`config.mk`:
```
export PLATFORM = sky130hd
export DESIGN_NAME = skht_hash
export DESIGN_NICKNAME = d
export VERILOG_FILES = /design/src/rtl/skht_pkg.sv /design/src/rtl/skht_hash.sv
export SDC_FILE = /design/constraint.sdc
export NUM_CORES = 1
export LEC_CHECK = 0
export BUFFER_PORTS_ARGS = -buffer_cell sky130_fd_sc_hd__buf_2
export CAP_MARGIN = 20
export CORE_MARGIN = 2
export CORE_UTILIZATION = 45
export DETAILED_ROUTE_END_ITERATION = 10
export HOLD_SLACK_MARGIN = 0.08
export SYNTH_ARGS = -nofsm -noshare
export SYNTH_HDL_FRONTEND = slang
export SYNTH_SLANG_ARGS = --single-unit
export TNS_END_PERCENT = 10
```
`constraint.sdc`:
```
create_clock -name i_clk -period 12.3 [get_ports i_clk]
set_input_delay 0.615 -clock i_clk [delete_from_list [all_inputs] [get_ports i_clk]]
set_output_delay 0.615 -clock i_clk [all_outputs]
set_load 0.02 [all_outputs]
```
`src/rtl/skht_pkg.sv`:
```
// ----------------------------------------------------------------------------
// skht_pkg
// Shared constants, request/status codes and types for the string-key hash
// table with quadratic probing.
// ----------------------------------------------------------------------------
package skht_pkg;

    // Table geometry
    localparam int TABLE_SLOTS = 101;
    localparam int MAX_PROBES  = 20;
    localparam int KEY_BYTES   = 14;

    // Hash and probe constants
    localparam int HASH_MUL  = 19;
    localparam int PROBE_LIN = 23;

    // Fixed field widths
    localparam int FIELD_W  = 56;
    localparam int KEY_W    = 2 * FIELD_W;
    localparam int KEY_SLOTS_MAX = KEY_W / 8;
    localparam int SLOT_W   = 7;
    localparam int TOTAL_W  = 7;
    localparam int STATUS_W = 3;
    localparam int REQ_W    = 2;

    // Derived widths
    localparam int IDX_W   = $clog2(TABLE_SLOTS);
    localparam int CNT_W   = $clog2(MAX_PROBES + 1);
    localparam int POS_W   = $clog2(KEY_BYTES + 1);
    localparam int SUM_MAX = 255 * KEY_BYTES * (KEY_BYTES + 1) / 2;
    localparam int SUM_W   = $clog2(SUM_MAX + 1);
    localparam int PROD_W  = $clog2(SUM_MAX * HASH_MUL + 1);

    // Reciprocal for the mod-TABLE_SLOTS reduction (floor, fixed up later)
    localparam int      RECIP_SH = PROD_W;
    localparam longint  RECIP    = (longint'(1) << RECIP_SH) / TABLE_SLOTS;
    localparam int      RECIP_W  = $clog2(RECIP + 1);

    // Step between probe j and j+1 is 2j + 1 + PROBE_LIN; this is j = 0
    localparam int DELTA0 = (1 + PROBE_LIN) % TABLE_SLOTS;

    // Request codes
    localparam logic [REQ_W-1:0] REQ_ADD   = 2'd0;
    localparam logic [REQ_W-1:0] REQ_DEL   = 2'd1;
    localparam logic [REQ_W-1:0] REQ_CLEAR = 2'd2;
    localparam logic [REQ_W-1:0] REQ_READ  = 2'd3;

    // Status codes
    localparam logic [STATUS_W-1:0] ST_ADDED    = 3'd0;
    localparam logic [STATUS_W-1:0] ST_PRESENT  = 3'd1;
    localparam logic [STATUS_W-1:0] ST_NO_FREE  = 3'd2;
    localparam logic [STATUS_W-1:0] ST_DELETED  = 3'd3;
    localparam logic [STATUS_W-1:0] ST_NOTFOUND = 3'd4;
    localparam logic [STATUS_W-1:0] ST_CLEARED  = 3'd5;
    localparam logic [STATUS_W-1:0] ST_READ     = 3'd6;

    // Hash unit response
    typedef struct packed {
        logic             done;
        logic [IDX_W-1:0] home;
    } t_hash_rsp;

endpackage

```
`src/rtl/skht_hash.sv`:
```
// ----------------------------------------------------------------------------
// skht_hash
// Home slot unit: accumulates byte * (position + 1) one byte per cycle,
// then scales by the hash multiplier and reduces mod TABLE_SLOTS through a
// reciprocal multiply with one correction step.
// ----------------------------------------------------------------------------
module skht_hash (
    input  logic                      i_clk,
    input  logic                      i_rst_n,
    input  logic                      i_start,
    input  logic [skht_pkg::KEY_W-1:0] i_key,
    output skht_pkg::t_hash_rsp       o_rsp
);

    localparam int IDX_W   = skht_pkg::IDX_W;
    localparam int SUM_W   = skht_pkg::SUM_W;
    localparam int PROD_W  = skht_pkg::PROD_W;
    localparam int POS_W   = skht_pkg::POS_W;
    localparam int RECIP_W = skht_pkg::RECIP_W;
    localparam int KEY_W   = skht_pkg::KEY_W;

    localparam logic [PROD_W-1:0]  MUL_P   = PROD_W'(skht_pkg::HASH_MUL);
    localparam logic [PROD_W-1:0]  SLOTS_P = PROD_W'(skht_pkg::TABLE_SLOTS);
    localparam logic [IDX_W:0]     SLOTS_R = (IDX_W + 1)'(skht_pkg::TABLE_SLOTS);
    localparam logic [RECIP_W-1:0] RECIP_P = RECIP_W'(skht_pkg::RECIP);
    localparam logic [POS_W-1:0]   LAST_POS = POS_W'(skht_pkg::KEY_BYTES - 1);

    // Phase codes
    localparam logic [2:0] PH_IDLE = 3'd0;
    localparam logic [2:0] PH_SUM  = 3'd1;
    localparam logic [2:0] PH_MUL  = 3'd2;
    localparam logic [2:0] PH_QUOT = 3'd3;
    localparam logic [2:0] PH_REM  = 3'd4;
    localparam logic [2:0] PH_FIX  = 3'd5;

    logic [2:0]                r_phase, n_phase;
    logic [KEY_W-1:0]          r_shift, n_shift;
    logic [POS_W-1:0]          r_pos, n_pos;
    logic [SUM_W-1:0]          r_sum, n_sum;
    logic [PROD_W-1:0]         r_prod, n_prod;
    logic [RECIP_W-1:0]        r_quot, n_quot;
    logic [IDX_W:0]            r_rem, n_rem;
    logic                      r_done, n_done;
    logic [IDX_W-1:0]          r_home, n_home;

    logic [SUM_W-1:0]          term;
    logic [PROD_W+RECIP_W-1:0] prod_m;
    logic [PROD_W-1:0]         rem_full;

    // Datapath pieces
    assign term     = SUM_W'(r_shift[7:0]) * SUM_W'(r_pos + POS_W'(1));
    assign prod_m   = (PROD_W + RECIP_W)'(r_prod) * (PROD_W + RECIP_W)'(RECIP_P);
    assign rem_full = r_prod - PROD_W'(r_quot) * SLOTS_P;

    // Sequencer
    always_comb begin
        n_phase = r_phase;
        n_shift = r_shift;
        n_pos   = r_pos;
        n_sum   = r_sum;
        n_prod  = r_prod;
        n_quot  = r_quot;
        n_rem   = r_rem;
        n_done  = 1'b0;
        n_home  = r_home;
        case (r_phase)
            PH_IDLE: begin
                if (i_start) begin
                    n_shift = i_key;
                    n_pos   = '0;
                    n_sum   = '0;
                    n_phase = PH_SUM;
                end
            end
            PH_SUM: begin
                n_sum   = r_sum + term;
                n_shift = r_shift >> 8;
                n_pos   = r_pos + POS_W'(1);
                if (r_pos == LAST_POS) begin
                    n_phase = PH_MUL;
                end
            end
            PH_MUL: begin
                n_prod  = PROD_W'(r_sum) * MUL_P;
                n_phase = PH_QUOT;
            end
            PH_QUOT: begin
                n_quot  = prod_m[PROD_W+RECIP_W-1:skht_pkg::RECIP_SH];
                n_phase = PH_REM;
            end
            PH_REM: begin
                n_rem   = rem_full[IDX_W:0];
                n_phase = PH_FIX;
            end
            PH_FIX: begin
                n_home  = (r_rem >= SLOTS_R) ? IDX_W'(r_rem - SLOTS_R) : IDX_W'(r_rem);
                n_done  = 1'b1;
                n_phase = PH_IDLE;
            end
            default: begin
                n_phase = PH_IDLE;
            end
        endcase
    end

    always_ff @(posedge i_clk) begin
        if (!i_rst_n) begin
            r_phase <= PH_IDLE;
            r_done  <= 1'b0;
        end else begin
            r_phase <= n_phase;
            r_done  <= n_done;
        end
        r_shift <= n_shift;
        r_pos   <= n_pos;
        r_sum   <= n_sum;
        r_prod  <= n_prod;
        r_quot  <= n_quot;
        r_rem   <= n_rem;
        r_home  <= n_home;
    end

    assign o_rsp.done = r_done;
    assign o_rsp.home = r_home;

endmodule

```
After elaboration in Yosys (flattened, before gate mapping)
Cells that the tools add are included.

operators by class
  equality and inequality tests = 8
  reductions and logical operators = 4
  mux-type cells = 11
  $mul = 4
  add/sub/neg operators = 5
  order comparisons = 1

operators by type and width
  operator                                             count
  case mux 112 bit (2 select lines)                    1
  2-to-1 mux 112 bit                                   1
  multiplier 19 x 12 -> 31 bit, second input constant  1
  case mux 15 bit (2 select lines)                     1
  multiplier 15 x 5 -> 19 bit, second input constant   1
  adder 15 x 13 -> 15 bit                              1
  2-to-1 mux 15 bit                                    1
  case mux 3 bit (5 select lines)                      1
  multiplier 13 x 7 -> 8 bit, second input constant    1
  multiplier 8 x 5 -> 13 bit                           1
  >= comparator 8 x 7 -> 1 bit, second input constant  1
  case mux 4 bit (2 select lines)                      1
  subtractor 8 bit                                     1
  2-to-1 mux 7 bit                                     1
  subtractor 7 bit, second input constant              1
  equality test 3 x 2 -> 1 bit, second input constant  2
  equality test 3 bit, second input constant           2
  2-to-1 mux 3 bit                                     2
  adder 4 x 1 -> 5 bit, second input constant          1
  adder 4 x 1 -> 4 bit, second input constant          1
  equality test 4 bit, second input constant           1
  2-to-1 mux 4 bit                                     1
  inequality test 2 bit, second input constant         2
  AND reduction 2 bit                                  2
  other kinds (4)                                      4

storage, ports and cells
  input bits = 115
  word-level logic and storage cells = 42
  output and inout port bits = 8
  flip-flop bits (word level) = 182

Longest topological paths before layout
  word-level depth = 4
  depth in mapped cells = 17
  mapped depth without buffers = 16

Least setup slack after synthesis
No wires, ideal clock.

  kind = input to register
  start = in i_start
  end = reg r_pos[0], enable pin
  library setup time = 0.781 ns
  path slack = 2.040 ns
  buffers on the path = 0
  data arrival time = 9.478 ns
  stages on the path = 2
  required time = 11.519 ns
  path through = nor2_1 > nor3_1

between the ends
  word-level cells in the longest chain between the ends = 2

RTL lines
  element                          line              RTL
  start: declaration               skht_hash.sv:10   input logic i_start,
  inequality test 2 bit (no line)  n/a
  AND reduction 2 bit (no line)    n/a
  end signal: assignment           skht_hash.sv:115  r_pos <= n_pos;
  end: declaration                 skht_hash.sv:38   logic [POS_W-1:0] r_pos, n_pos;

No other way between the ends.
A chain may end at the register's enable or synchronous reset.

Final worst setup path
  start = reg r_pos[0]
  end = reg r_sum[14], data pin

between the ends
  word-level cells in the longest chain between the ends = 4

RTL lines
  element                           line              RTL
  adder 4 x 1 -> 5 bit              skht_hash.sv:51   assign term = SUM_W'(r_shift[7:0]) * SUM_W'(r_pos + POS_W'(1));
  multiplier 8 x 5 -> 13 bit        skht_hash.sv:51
  adder 15 x 13 -> 15 bit           skht_hash.sv:76   n_sum = r_sum + term;
  case mux 15 bit (2 select lines)  skht_hash.sv:66   case (r_phase)
  end signal: assignment            skht_hash.sv:116  r_sum <= n_sum;
  end: declaration                  skht_hash.sv:39   logic [SUM_W-1:0] r_sum, n_sum;

No other way between the ends.

==> metrics.cfg <==
[status]
status = finished clean

[floorplanning]
initial_core_util = 0.4534
core_area_um2 = 29480
die_h_um = 176.3
dieArea_um2 = 31100
ios = 123
die_w_um = 176.3
rows = 63

[logic_synthesis]
synthTopCellsByArea = edfxtp_1 39%, ha_1 17%, fa_1 12%
yosysWarningCount = 0
synthFlopType = edfxtp_1
ys_types = 51
synth-seq-cells = 177
synthCells = 1325
syn_avg_cell_area_um2 = 10.09
yosysTopAreaCell = edfxtp_1
synth_nets = 1704
seq_area_frac_synth = 0.3947
synth_top_area_frac = 0.3887
synth_edf_count = 173
netlist_area_um2 = 13370
async_reset_ff_frac = 0

[timing]
worstMarginPinSlew_ps = 1037
final.min_clock_period_ps = 5398
finalSetupViolCount = 0
hold_viol = 0
skew_ps = 14.57
slew_headroom = 0.3088
finalCritPeriodShare = 0.4389
max_freq_mhz = 185.2
tns_ps = 0
drv_slew = 0
rsz0062_at_grt = no

[cells_and_area]
nets = 1820
areaGrowthSynthToFinish_pct = 12.27
stdcell_count = 1844
drive_above_1_share = 0.1176
seq_area_um2 = 5275
fillers = 2729
multiInputGateArea_um2 = 7099
antennaDiodeCount = 0
stdcell_area_um2 = 15010

[cts]
cts_max_level = 4
path_clk_slew_ps = 80
cts_sinks = 177
insertion_delay_ps = 430
cts_setup_buffers = 0
clk_path_buf_depth = 2
cts_hold_buf = 0
cts_buffers = 17
ctsResizeCount = 0
cts_tree = yes
root_buffer = clkbuf_16

[placed_design]
port_buffers = 122
dp_hpwl_um = 18940
place_congestion = 0.7951
place_inst = 1812
place_area_um2 = 14400

[worst_setup_path]
critPathMaxStageDelay_ps = 570
cp_top_family = adder cells
path_common_cell = fa_1
path_cells = ha_1, xor2_1, nand2_1, fa_1, fa_1, fa_1, inv_1, ha_1, a21o_1, a21oi_1, o21bai_1, a2111oi_1, o31ai_1, a31oi_1, mux2i_1
critPathBufInv = 1
worst-setup-path-type = reg2reg
cp_slowest_cell = edfxtp_1
endpoint_kind = register
arrival_ps = 5670
worstPathRequired_ps = 12570
crit_fanout = 12
cp-start-kind = register

[detailed_routing]
dr.max_layer_used = met4
drtIter0Drc = 376
drc = 0
wl_met2_um = 12030
wl_per_cell_um = 13.37
met3_length_um = 659
firstDrtPassIters = 5
wirelength_met1_um = 11760
ant_nets = 0
via_per_inst = 4.762
vias = 8782
drt-total-wl_um = 24660

[global_route]
grt_pass1_vias = 8836
grt_pass1_wl_um = 41720
grt_usage = 0.1672
antenna_found_initial = 0
grt_max_degree = 106
grt-ovfl-total = 0

[power]
power.leakage_uw = 0.007438
cellPowerDensity_nw_per_um2 = 171.9
ir_drop_uv = 116.2

[hold_path]
hold_path_class = in2reg

[run]
maxCapViolCount = 0

sequential cells by signal, indices dropped and copies added (netlist names):
signal	cells
r_sum	15
r_quot	8
r_pos	4
r_home	7
r_prod	19
r_phase	3
r_shift	112
r_rem	8
r_done	1
worst paths after layout:
kind | cells after the start | end | from | slack (ps)
worst max-delay path | 15 | r_sum[14] | r_pos[0] | 6900
worst min-delay path | 2 | r_phase[2] | i_rst_n | 450
worst max register to register | 15 | r_sum[14] | r_pos[0] | 6900
worst min register to register | 2 | r_shift[30] | r_shift[38] | 500
layout make-up:
type	count	share of cell area
clock buffers	18	0.02860
clock inverters	14	0.01151
repair buffers	127	0.04319
inverters	238	0.05953
flip-flops and latches	177	0.3515
multi-input cells	880	0.4731
well taps	390	0.03252
metal layers:
| layer | global-route usage | vias to the layer above |
|---|---|---|
| met4 | 0.03478 | 0 |
| met1 | 0.2275 | 4169 |
| met5 | 0 | - |
| met3 | 0.02864 | 13 |
| li1 | - | 4491 |
| met2 | 0.2820 | 109 |
Yosys cell counts (2+ instances only):
cell / n
nand2_1: 334
inv_1: 238
ha_1: 181
edfxtp_1: 173
fa_1: 83
xnor2_1: 43
and2_1: 32
a21oi_1: 30
clkbuf_1: 27
nor2b_1: 27
nor2_1: 26
xor2_1: 16
o21ai_0: 14
a21o_1: 12
nand3_1: 10
nor3_1: 9
and3_1: 6
nand2b_1: 6
a31oi_1: 4
dfxtp_1: 4
nand4_1: 4
o21bai_1: 4
mux2i_1: 3
o31ai_1: 3
or2_2: 3
or3_1: 3
a211oi_1: 2
nand3b_1: 2
o2111ai_1: 2
o211ai_1: 2
o21a_1: 2
placed cells by master, fill, tap and decap left out, types with 10 or more instances in the layout:
| cell type | count |
|---|---|
| a21o_1 | 12 |
| xnor2_1 | 43 |
| clkbuf_16 | 17 |
| nor2_1 | 26 |
| nand2_1 | 334 |
| fa_1 | 83 |
| inv_1 | 238 |
| nor2b_1 | 26 |
| nand3_1 | 10 |
| edfxtp_1 | 173 |
| ha_1 | 181 |
| buf_2 | 122 |
| xor2_1 | 16 |
| o21ai_0 | 14 |
| and2_1 | 32 |
| a21oi_1 | 30 |
per-stage QoR:
| step | total power (uW) | utilization | hold WS, ps | setup WS (ps) |
|---|---|---|---|---|
| final | 2579 | 0.5090 | 446.0 | 6902 |
| after global routing | 2816 | 0.5090 | 436.1 | 6482 |
| after CTS | 2621 | 0.5090 | 413.8 | 6860 |
| after detailed placement | 2045 | 0.4886 | 492.3 | 6904 |
| after global placement | 2022 | 0.4886 | 487.1 | 7056 |
| after floorplan | 1807 | - | 483.6 | 2040 |
cells by family after synthesis:
kind of cell	Yosys count	synth area share
AO/OA/AOI/OAI	89	0.04615
XOR/XNOR	59	0.03866
adder cells (fa/ha/maj)	264	0.2938
buffers and inverters	268	0.07564
flip-flops	177	0.3947
multiplexers	3	0.002247
AND/OR/NAND/NOR	465	0.1488
where the power goes:
| part | switching, uW | internal [uW] |
|---|---|---|
| logic | 653 | 510 |
| clock network | 258 | 308 |
| registers | 49.9 | 801 |
| total | 960 | 1620 |
worst reg2reg max path, delay by kind of cell (launching register included):
| family | cells | cell delay [ps] |
|---|---|---|
| compound gates | 6 | 1560 |
| simple gates | 1 | 140 |
| flops | 1 | 570 |
| mux | 1 | 200 |
| xor+xnor | 1 | 530 |
| buf+inv | 1 | 40 |
| fa+ha+maj | 5 | 2200 |
No activity file was read; power rests on OpenSTA's default activity.
